--- src/rtl/mrms_pkg.sv ---
// Package for the moving-window RMS level detector.
// Holds field widths, register indexes, reset values and the sequencer state type.
// No dependencies; every rtl file refers to it by scoped names.
package mrms_pkg;

  localparam int SAMPLE_W = 12;
  localparam int SQ_W     = 24;
  localparam int MEAN_W   = 24;
  localparam int ROOT_W   = 12;
  localparam int CFG_W    = 12;
  localparam int ADDR_W   = 1;

  localparam int WINDOW_LEN_DEFAULT = 64;

  // Root bits settled per cycle by the root unit.
  localparam int ROOT_BITS_PER_CYCLE = 2;

  localparam logic [ADDR_W-1:0] REG_CENTER_OFFSET = 1'b0;
  localparam logic [ADDR_W-1:0] REG_LEVEL_LIMIT   = 1'b1;

  localparam logic [CFG_W-1:0] CENTER_OFFSET_RESET = 12'd2048;
  localparam logic [CFG_W-1:0] LEVEL_LIMIT_RESET   = 12'd500;

  typedef enum logic [2:0] {
    ST_IDLE,
    ST_SUM,
    ST_DIV,
    ST_ROOT,
    ST_OUT
  } state_t;

endpackage

--- src/rtl/mrms_cell.sv ---
// One cell of the square window: holds one squared deviation.
// On a shift it takes its left neighbor's value. Depends on mrms_pkg.
module mrms_cell (
  input  logic                       clk,
  input  logic                       rst,
  input  logic                       shift,
  input  logic [mrms_pkg::SQ_W-1:0]  d,
  output logic [mrms_pkg::SQ_W-1:0]  q
);

  always_ff @(posedge clk) begin
    if (rst) begin
      q <= '0;
    end else if (shift) begin
      q <= d;
    end
  end

endmodule

--- src/rtl/mrms_div.sv ---
// Division of the window sum by the constant window length.
// Multiplies by a rounded-up reciprocal, with the dividend and the product each registered. Depends on mrms_pkg.
module mrms_div #(
  parameter int DIVISOR = mrms_pkg::WINDOW_LEN_DEFAULT,
  parameter int DVD_W   = 30
) (
  input  logic                          clk,
  input  logic                          rst,
  input  logic                          start,
  input  logic [DVD_W-1:0]              dividend,
  output logic                          done,
  output logic [mrms_pkg::MEAN_W-1:0]   quotient
);

  // With SHIFT = DVD_W + clog2(DIVISOR) and MULT = ceil(2^SHIFT / DIVISOR), the
  // excess MULT * DIVISOR - 2^SHIFT stays below 2^(SHIFT - DVD_W), so the top bits
  // of dividend * MULT equal the floor quotient for every dividend of DVD_W bits.
  localparam int SHIFT  = DVD_W + $clog2(DIVISOR);
  localparam int MULT_W = DVD_W + 1;
  localparam int PROD_W = DVD_W + MULT_W;
  localparam longint unsigned SCALE  = 64'd1 << SHIFT;
  localparam longint unsigned MULT_L = (SCALE + 64'(DIVISOR) - 64'd1) / 64'(DIVISOR);
  localparam logic [MULT_W-1:0] MULT = MULT_W'(MULT_L);

  // The dividend is registered first so the multiply works from a register of its own.
  logic [DVD_W-1:0]  dvd;
  logic [PROD_W-1:0] prod;
  logic              mul_en;

  always_ff @(posedge clk) begin
    if (rst) begin
      mul_en <= 1'b0;
      done   <= 1'b0;
    end else begin
      mul_en <= start;
      done   <= mul_en;
    end
  end

  always_ff @(posedge clk) begin
    if (start) begin
      dvd <= dividend;
    end
    if (mul_en) begin
      prod <= PROD_W'(dvd) * PROD_W'(MULT);
    end
  end

  assign quotient = prod[SHIFT +: mrms_pkg::MEAN_W];

endmodule

--- src/rtl/mrms_root.sv ---
// Iterative floor square root of the window mean, two radicand bits per root bit.
// Settles ROOT_BITS_PER_CYCLE root bits per cycle while busy. Depends on mrms_pkg.
module mrms_root (
  input  logic                          clk,
  input  logic                          rst,
  input  logic                          start,
  input  logic [mrms_pkg::MEAN_W-1:0]   radicand,
  output logic                          done,
  output logic [mrms_pkg::ROOT_W-1:0]   root
);

  localparam int MW    = mrms_pkg::MEAN_W;
  localparam int RTW   = mrms_pkg::ROOT_W;
  localparam int RW    = RTW + 2;
  localparam int PER   = mrms_pkg::ROOT_BITS_PER_CYCLE;
  localparam int STEPS = RTW / PER;
  localparam int CNT_W = $clog2(STEPS + 1);

  logic [MW-1:0]    rad;
  logic [MW-1:0]    rad_next;
  logic [RW-1:0]    rem;
  logic [RW-1:0]    rem_next;
  logic [RTW-1:0]   root_next;
  logic [RW+1:0]    wide;
  logic [RW+1:0]    trial;
  logic [CNT_W-1:0] cnt;
  logic             busy;

  always_comb begin
    rad_next  = rad;
    rem_next  = rem;
    root_next = root;
    wide      = '0;
    trial     = '0;
    for (int k = 0; k < PER; k++) begin
      wide     = {rem_next, rad_next[MW-1:MW-2]};
      rad_next = {rad_next[MW-3:0], 2'b00};
      trial    = (RW + 2)'({root_next, 2'b01});
      if (wide >= trial) begin
        wide      = wide - trial;
        root_next = {root_next[RTW-2:0], 1'b1};
      end else begin
        root_next = {root_next[RTW-2:0], 1'b0};
      end
      rem_next = wide[RW-1:0];
    end
  end

  always_ff @(posedge clk) begin
    if (rst) begin
      busy <= 1'b0;
      done <= 1'b0;
      cnt  <= '0;
    end else if (start) begin
      busy <= 1'b1;
      done <= 1'b0;
      cnt  <= CNT_W'(STEPS);
    end else if (busy) begin
      cnt <= cnt - CNT_W'(1);
      if (cnt == CNT_W'(1)) begin
        busy <= 1'b0;
        done <= 1'b1;
      end
    end else begin
      done <= 1'b0;
    end
  end

  always_ff @(posedge clk) begin
    if (start) begin
      rad  <= radicand;
      rem  <= '0;
      root <= '0;
    end else if (busy) begin
      rad  <= rad_next;
      rem  <= rem_next;
      root <= root_next;
    end
  end

endmodule

--- src/rtl/moving_rms_level_detector_core.sv ---
// Moving-window RMS level detector, top level.
// A request is accepted in ST_IDLE; the window and running sum are updated in ST_SUM,
// the mean comes from the reciprocal divider in ST_DIV and its root from the root unit
// in ST_ROOT, and ST_OUT loads the output register once it is free. The next request
// is taken only after that result has been loaded into the output register.
// Reset (rst, synchronous) zeroes every window cell and the running sum at once and
// restores center_offset to 2048 and level_limit to 500.
module moving_rms_level_detector_core #(
  parameter int WINDOW_LEN = mrms_pkg::WINDOW_LEN_DEFAULT
) (
  input  logic                         clk,
  input  logic                         rst,
  // Input stream. s_tdata: [11:0] adc_sample, [15:12] zero.
  input  logic                         s_tvalid,
  output logic                         s_tready,
  input  logic [15:0]                  s_tdata,
  // Output stream. m_tdata: [11:0] rms_level, [23:12] sample_echo.
  output logic                         m_tvalid,
  input  logic                         m_tready,
  output logic [23:0]                  m_tdata,
  // m_tuser: [0] loud.
  output logic [0:0]                   m_tuser,
  // Configuration writes.
  input  logic                         cfg_we,
  input  logic [mrms_pkg::ADDR_W-1:0]  cfg_addr,
  input  logic [mrms_pkg::CFG_W-1:0]   cfg_wdata
);

  localparam int SW    = mrms_pkg::SAMPLE_W;
  localparam int SQW   = mrms_pkg::SQ_W;
  localparam int RTW   = mrms_pkg::ROOT_W;
  // The sum of WINDOW_LEN squares of at most 24 bits each.
  localparam int SUM_W = SQW + $clog2(WINDOW_LEN);

  mrms_pkg::state_t state;
  mrms_pkg::state_t state_next;

  // Configuration registers.
  logic [mrms_pkg::CFG_W-1:0] center_offset;
  logic [mrms_pkg::CFG_W-1:0] level_limit;

  always_ff @(posedge clk) begin
    if (rst) begin
      center_offset <= mrms_pkg::CENTER_OFFSET_RESET;
      level_limit   <= mrms_pkg::LEVEL_LIMIT_RESET;
    end else if (cfg_we) begin
      unique case (cfg_addr)
        mrms_pkg::REG_CENTER_OFFSET: center_offset <= cfg_wdata;
        mrms_pkg::REG_LEVEL_LIMIT:   level_limit   <= cfg_wdata;
        default: ;
      endcase
    end
  end

  // Handshake and sequencing strobes.
  logic s_accept;
  logic shift_en;
  logic div_start;
  logic div_done;
  logic root_start;
  logic root_done;
  logic load_out;

  // The request's deviation is squared as it is accepted; the raw sample is
  // kept for the echo field.
  logic [SW-1:0]  sample;
  logic [SW-1:0]  mag;
  logic [SQW-1:0] sq;
  logic [SW-1:0]  echo;

  assign sample   = s_tdata[SW-1:0];
  assign mag      = (sample >= center_offset) ? (sample - center_offset)
                                              : (center_offset - sample);
  assign s_accept = s_tvalid && s_tready;

  always_ff @(posedge clk) begin
    if (s_accept) begin
      sq   <= SQW'(mag) * SQW'(mag);
      echo <= sample;
    end
  end

  // The window is a row of cells. Each new square enters at cell 0 and every
  // older square moves one cell on, so the last cell always holds the square
  // that leaves the window, exactly as the oldest entry of a ring would.
  logic [SQW-1:0] tap [WINDOW_LEN];

  for (genvar i = 0; i < WINDOW_LEN; i++) begin : g_cell
    if (i == 0) begin : g_head
      mrms_cell u_cell (
        .clk   (clk),
        .rst   (rst),
        .shift (shift_en),
        .d     (sq),
        .q     (tap[i])
      );
    end else begin : g_body
      mrms_cell u_cell (
        .clk   (clk),
        .rst   (rst),
        .shift (shift_en),
        .d     (tap[i-1]),
        .q     (tap[i])
      );
    end
  end

  // Running sum of the window: drop the leaving square, add the new one.
  logic [SUM_W-1:0] window_sum;
  logic [SUM_W-1:0] window_sum_next;

  assign window_sum_next = window_sum - SUM_W'(tap[WINDOW_LEN-1]) + SUM_W'(sq);

  always_ff @(posedge clk) begin
    if (rst) begin
      window_sum <= '0;
    end else if (shift_en) begin
      window_sum <= window_sum_next;
    end
  end

  // Mean over the window, then its floor square root.
  logic [mrms_pkg::MEAN_W-1:0] mean;
  logic [RTW-1:0]              root;

  mrms_div #(
    .DIVISOR (WINDOW_LEN),
    .DVD_W   (SUM_W)
  ) u_div (
    .clk      (clk),
    .rst      (rst),
    .start    (div_start),
    .dividend (window_sum_next),
    .done     (div_done),
    .quotient (mean)
  );

  mrms_root u_root (
    .clk      (clk),
    .rst      (rst),
    .start    (root_start),
    .radicand (mean),
    .done     (root_done),
    .root     (root)
  );

  // Sequencer: next state.
  always_comb begin
    state_next = state;
    unique case (state)
      mrms_pkg::ST_IDLE: if (s_accept) state_next = mrms_pkg::ST_SUM;
      mrms_pkg::ST_SUM:  state_next = mrms_pkg::ST_DIV;
      mrms_pkg::ST_DIV:  if (div_done) state_next = mrms_pkg::ST_ROOT;
      mrms_pkg::ST_ROOT: if (root_done) state_next = mrms_pkg::ST_OUT;
      mrms_pkg::ST_OUT:  if (load_out) state_next = mrms_pkg::ST_IDLE;
      default:           state_next = mrms_pkg::ST_IDLE;
    endcase
  end

  // Sequencer: outputs. A finished result waits only for the output register,
  // which is free once its previous result has been taken downstream.
  always_comb begin
    s_tready   = 1'b0;
    shift_en   = 1'b0;
    div_start  = 1'b0;
    root_start = 1'b0;
    load_out   = 1'b0;
    unique case (state)
      mrms_pkg::ST_IDLE: s_tready = 1'b1;
      mrms_pkg::ST_SUM: begin
        shift_en  = 1'b1;
        div_start = 1'b1;
      end
      mrms_pkg::ST_DIV:  root_start = div_done;
      mrms_pkg::ST_ROOT: ;
      mrms_pkg::ST_OUT:  load_out = !m_tvalid || m_tready;
      default: ;
    endcase
  end

  always_ff @(posedge clk) begin
    if (rst) begin
      state <= mrms_pkg::ST_IDLE;
    end else begin
      state <= state_next;
    end
  end

  // Output register: holds one result so the next request can be taken while
  // this one waits for the downstream side.
  logic           out_valid;
  logic [RTW-1:0] out_level;
  logic           out_loud;
  logic [SW-1:0]  out_echo;

  always_ff @(posedge clk) begin
    if (rst) begin
      out_valid <= 1'b0;
    end else if (load_out) begin
      out_valid <= 1'b1;
    end else if (m_tready) begin
      out_valid <= 1'b0;
    end
  end

  always_ff @(posedge clk) begin
    if (load_out) begin
      out_level <= root;
      out_loud  <= (root > level_limit);
      out_echo  <= echo;
    end
  end

  assign m_tvalid = out_valid;
  assign m_tdata  = {out_echo, out_level};
  assign m_tuser  = out_loud;

endmodule

--- config.mk ---
export PLATFORM = sky130hd
export DESIGN_NAME = moving_rms_level_detector_core
export DESIGN_NICKNAME = d
export VERILOG_FILES = /design/src/rtl/mrms_pkg.sv /design/src/rtl/mrms_cell.sv /design/src/rtl/mrms_div.sv /design/src/rtl/mrms_root.sv /design/src/rtl/moving_rms_level_detector_core.sv
export SDC_FILE = /design/constraint.sdc
export NUM_CORES = 2
export LEC_CHECK = 0
export BUFFER_PORTS_ARGS = -buffer_cell sky130_fd_sc_hd__buf_2
export CORE_MARGIN = 4
export CORE_UTILIZATION = 38
export CTS_CLUSTER_DIAMETER = 60
export DETAILED_ROUTE_END_ITERATION = 12
export SLEW_MARGIN = 20
export SYNTH_ARGS = -nofsm -noshare
export SYNTH_HDL_FRONTEND = slang
export SYNTH_HIERARCHICAL = 1
export SYNTH_SLANG_ARGS = --single-unit
--- constraint.sdc ---
create_clock -name clk -period 9.3 [get_ports clk]
set_input_delay 1.86 -clock clk [delete_from_list [all_inputs] [get_ports clk]]
set_output_delay 1.86 -clock clk [all_outputs]
set_load 0.02 [all_outputs]
==> Yosys cells after proc, flatten, opt, wreduce, memory -nomap -nowiden <==
Cells that the tools add are included.
{ "totals": {"output_inout_bits": 27, "in_bits": 34, "reg_bits": 1772, "elab_cells": 142} }
{ "op_classes": {"order_cmp": 4, "n_addsub": 7, "n_bitwise": 2, "n_reduce_logical": 11, "mul": 1, "n_mux": 23, "eq_ne": 9} }
{ "ops": {"columns": ["op", "n"], "rows": [
  ["$mux W24", 2],
  ["$ge A16 B14 Y1", 2],
  ["$add A30 B24 Y30", 1],
  ["$sub A30 B24 Y30", 1],
  ["$mux W14", 2],
  ["$sub A14 B14 Y14", 2],
  ["$mul A12 B12 Y24", 1],
  ["$sub A12 B12 Y12", 2],
  ["$mux W3", 6],
  ["$pmux W3 S5", 1],
  ["$ge A12 B12 Y1", 1],
  ["$gt A12 B12 Y1", 1],
  ["$mux W12", 1],
  ["$mux W1", 11],
  ["$eq A3 B1 Y1 const B", 2],
  ["$eq A3 B2 Y1 const B", 2],
  ["$ne A2 B1 Y1 const B", 2],
  ["$ne A2 B2 Y1 const B", 2],
  ["$reduce_and A2 Y1", 2],
  ["$reduce_and A4 Y1", 1],
  ["$reduce_bool A2 Y1", 2],
  ["$eq A3 B3 Y1 const B", 1],
  ["$logic_not A3 Y1", 1],
  ["$reduce_or A3 Y1", 1],
  ["other kinds (6)", 7]
]} }

==> Longest topological paths before layout <==
{ "logic_depth": {"word_depth": 5, "ltp_mapped": 33, "depth_no_buf": 31} }

==> Hierarchy <==
Netlist, hierarchy kept.
{ "modules_own_cells": {"columns": ["mod", "seq_area_each_um2", "area_each_um2", "instances", "cells_per_inst"], "rows": [
  ["mrms_cell", 480.5, 869.6, 64, 77],
  ["moving_rms_level_detector_core", 2962.8, 11976.5, 1, 1345],
  ["mrms_root", 1341.3, 4012.6, 1, 447],
  ["mrms_div", 1481.4, 1493.9, 1, 52]
]} }

==> Least setup slack after synthesis <==
No wires, ideal clock.
{ "synth_timing": {"path_kind": "input to register", "startpoint": "input port s_tdata[0]", "endpoint": "register sq[23] (data pin)", "n_path_buf": 1, "required_ns": 9.038, "arrival_time_ns": 8.825, "setup_ns": 0.262, "path_stages": 29, "path_slack_ns": 0.214, "cell_sequence": "inv_1 ha_1 fa_1 nand2b_1 a21oi_2 o21bai_4 a21o_1 buf_6 mux2i_1 xnor2_2 inv_1 or3_1 fa_1 inv_1 fa_1 fa_1 fa_1 inv_1 fa_1 inv_1 ha_1 a21o_1 a21o_1 a21o_1 a21o_1 a221oi_1 o21ai_0 a21oi_1 xnor2_1"} }
{ "synth_via": {"elab_chain_cells": 3, "elab_cells_between_ends": 5, "cone_classes": "2 x add/sub; 1 x mul; 1 x order compare; 1 x mux"} }
{ "synth_rtl": {"columns": ["item", "line", "text"], "rows": [
  ["start, declared", "moving_rms_level_detector_core.sv:16", "input logic [15:0] s_tdata,"],
  ["$sub A12 B12 Y12, or another cell as far along", "moving_rms_level_detector_core.sv:73", ": (center_offset - sample);"],
  ["$mux W12 *", "moving_rms_level_detector_core.sv:72", "assign mag = (sample >= center_offset) ? (sample - center_offset)"],
  ["$mul A12 B12 Y24 *", "moving_rms_level_detector_core.sv:78", "sq <= SQW'(mag) * SQW'(mag);"],
  ["end signal, assigned", "moving_rms_level_detector_core.sv:78", null],
  ["end, declared", "moving_rms_level_detector_core.sv:68", "logic [SQW-1:0] sq;"]
]} }
Mark *: on every way between the ends. The rest lies on a longest branch, timed or not.
A chain may end at the register's enable or synchronous reset.

==> Final worst setup path <==
{ "layout_timing": {"startpoint": "input port s_tdata[7]", "endpoint": "register sq[20] (data pin)"} }
Same word-level chain as after synthesis.

==> qor.txt <==
================================================================================
1st-pass router iterations ........................................            5
Top-level port count ..............................................           61
# Post-CTS Setup Buffers ..........................................            0
Standby leakage power .............................................      30.6 nW
Worst path most repeated cell ..................................... sky130_fd_sc_hd__fa_1
Category of the most critical setup path .......................... input pin to flop
DR iter-0 viols ...................................................         2653
Height of the chip ................................................       447 um
Endpoint with the worst hold slack ................................ u_div/prod[44]$_DFFE_PP_
Terminus of the critical flop-to-flop path ........................ sq[20]$_DFFE_PP_
Design Area, Final ................................................  80000 sq um
Post-layout util ..................................................        0.419
Growth of design area from synthesis to finish ....................        9.40%
Setup repair after global routing missed its margin ...............           no
Critical path required time .......................................      9.86 ns
Number of nets in the finished design .............................         7053
Average cell area after synthesis .................................   10.8 sq um
Startpoint of the most critical register-to-register path ......... center_offset[7]$_SDFFE_PP0P_
Class of the most critical hold timing path ....................... flop to flop
Full die area ..................................................... 200000 sq um
Pwr dens ..........................................................  337 nW/um^2
Clock insertion delay at the later pin of the skew report .........      0.81 ns
Pre-CTS setup slack ...............................................    -0.220 ns
Standard-cell row count ...........................................          160
Setup clock skew after layout .....................................    0.0472 ns
Peak per-stage delay on the critical path .........................      0.56 ns
TritonCTS clock tree ..............................................          yes
Clock transition at the registers of the reported paths ...........      0.06 ns
Synthesis warning total ...........................................            6
Nature of the critical path endpoint ..............................         flop
Achievable Freq ...................................................      115 MHz
Tightest Pin Transition ...........................................      1.15 ns
Count of placed standard cells including taps .....................         9083
Nature of the critical path startpoint ............................    input pin
Num Clock Sinks ...................................................         1759
Flop2flop setup slack .............................................      1.39 ns
Post-route minimum period .........................................      8.67 ns
CTS-repair resized insts ..........................................            0
Maxcap violations .................................................            0
Die Wd ............................................................       447 um
Number of buffers created by CTS ..................................          185
DP HPWL ...........................................................     81900 um
Core region area .................................................. 191000 sq um
Power consumption .................................................      27.0 mW
Layout cell share with drive strength beyond 1 ....................       0.0813
Vias in the first global route ....................................        42.4k
HP Start .......................................................... u_div/dvd[14]$_DFFE_PP_
Number of max-slew violations in the final report .................            0
Number of antenna violations at the first check in global routing .            7
GP Congestion .....................................................        0.813
Run status ........................................................ finished, final reports clean
Data arrival time of the worst path ...............................      9.23 ns
CTS root buf ...................................................... sky130_fd_sc_hd__clkbuf_16
Quantity of hold-fixing buffers added after cts ...................            0
Maximum net fanout on the critical path ...........................            8
Drc violations ....................................................            0
Number of instances on the worst hold path ........................            0
Overall Global Routing Usage ......................................        0.128
Dpl cell area .....................................................  73600 sq um
Gr ovfl total .....................................................            0
Worst slack on hold paths .........................................     0.416 ns
Number of cell instances on the worst register-to-register path ...           27
Largest vdd supply drop ...........................................       769 uV
Final critical-path share of the clock period .....................        0.932
Total setup violations reported at the end of the flow ............            0
Post-synthesis net count ..........................................         7065
Count of non-filler cells in the finished layout ..................         9430
Antenna Violating Nets Remaining ..................................            0
Final sum of negative setup slack .................................         0 ns
Slowest library cell on the worst path ............................ sky130_fd_sc_hd__fa_1
Post-synthesis cell area ..........................................  73100 sq um
Maximum count of clock buffers along a single path ................            3
Cell count after synthesis ........................................         6771
Count of buffers inserted at the top-level ports ..................           56
Ratio of routed vias to standard cells ............................         4.67
Number of failing hold endpoints at the final stage ...............            0
First-pass GRT wire length ........................................    217000 um
Relative slew slack ...............................................        0.233
WL final ..........................................................    129000 um
Number of levels the H-tree was split into ........................            4
Final worst slack .................................................     0.631 ns
Maximum number of pins on one net before global-route repair ......          207
DR vias ...........................................................        44.0k
Initial cell density of the core ..................................        0.383
WL/cell ...........................................................      13.7 um
================================================================================
==> area by class of cell <==
class	instances	area [sq um]
Tap cell	2511	3140
Clock buffer	284	5590
Timing Repair Buffer	191	1440
Antenna cell	3	7.51
Sequential cell	1759	36500
Fill cell	18100	111000
Clock inverter	60	774
Inverter	315	1190
Multi-Input combinational cell	4307	31300
==> layout by cell type, fill, tap and decap left out, drive strengths merged, types with 44 or more instances in the layout <==
| cell type | count |
|---|---|
| clkbuf | 284 |
| edfxtp | 132 |
| ha | 153 |
| buf | 191 |
| xnor2 | 50 |
| dfxtp | 1627 |
| nand2 | 147 |
| mux2i | 1563 |
| a21oi | 120 |
| inv | 332 |
| o21ai | 54 |
| nor2 | 1668 |
| a21o | 44 |
| fa | 107 |
==> worst max path at each step <==
stage,endpoint,start,slack (ns)
detailed placement,sq[20]$_DFFE_PP_,s_tdata[7],-0.22
global route,sq[22]$_DFFE_PP_,s_tdata[7],0.14
CTS,sq[22]$_DFFE_PP_,s_tdata[7],0.64
global placement,sq[23]$_DFFE_PP_,s_tdata[9],-0.21
finish,sq[20]$_DFFE_PP_,s_tdata[7],0.63
floorplan,sq[23]$_DFFE_PP_,s_tdata[0],0.21
==> metal layers <==
layer,GRT usage,vias up,part of all wire
li1,-,22700,-
met1,0.176,20700,0.49
met2,0.204,422,0.45
met3,0.0249,201,0.035
met4,0.0409,0,0.026
met5,0,-,0
==> where the power goes <==
group	switching (mW)	internal [mW]	leakage [nW]	total, mW
clock network	3.03	4.46	3.13	7.49
logic	6.01	5.02	13.1	11.0
registers	0.146	8.30	14.3	8.44
total	9.19	17.8	30.6	27.0
==> worst max-delay path: cells and delay by family <==
family | cells | cell delay, ns
XOR/XNOR | 1 | 0.09
adder cells (fa/ha/maj) | 7 | 3.26
AND/OR/NAND/NOR | 6 | 1.54
buffers and inverters | 8 | 0.82
multiplexers | 1 | 0.32
AO/OA/AOI/OAI | 6 | 1.32
==> flip-flops by register name, summed over array words and instances, names as in the netlist, 3 cells and up <==
name,count
echo,12
u_root/rad,24
u_root/root,12
u_root/rem,14
u_root/cnt,3
center_offset,12
out_level,12
out_echo,12
u_div/prod,24
u_div/dvd,24
g_cell.g_head.u_cell/q,24
state,3
level_limit,12
g_cell.g_body.u_cell/q,1512
window_sum,30
sq,23
(Power assumes the default switching activity.)
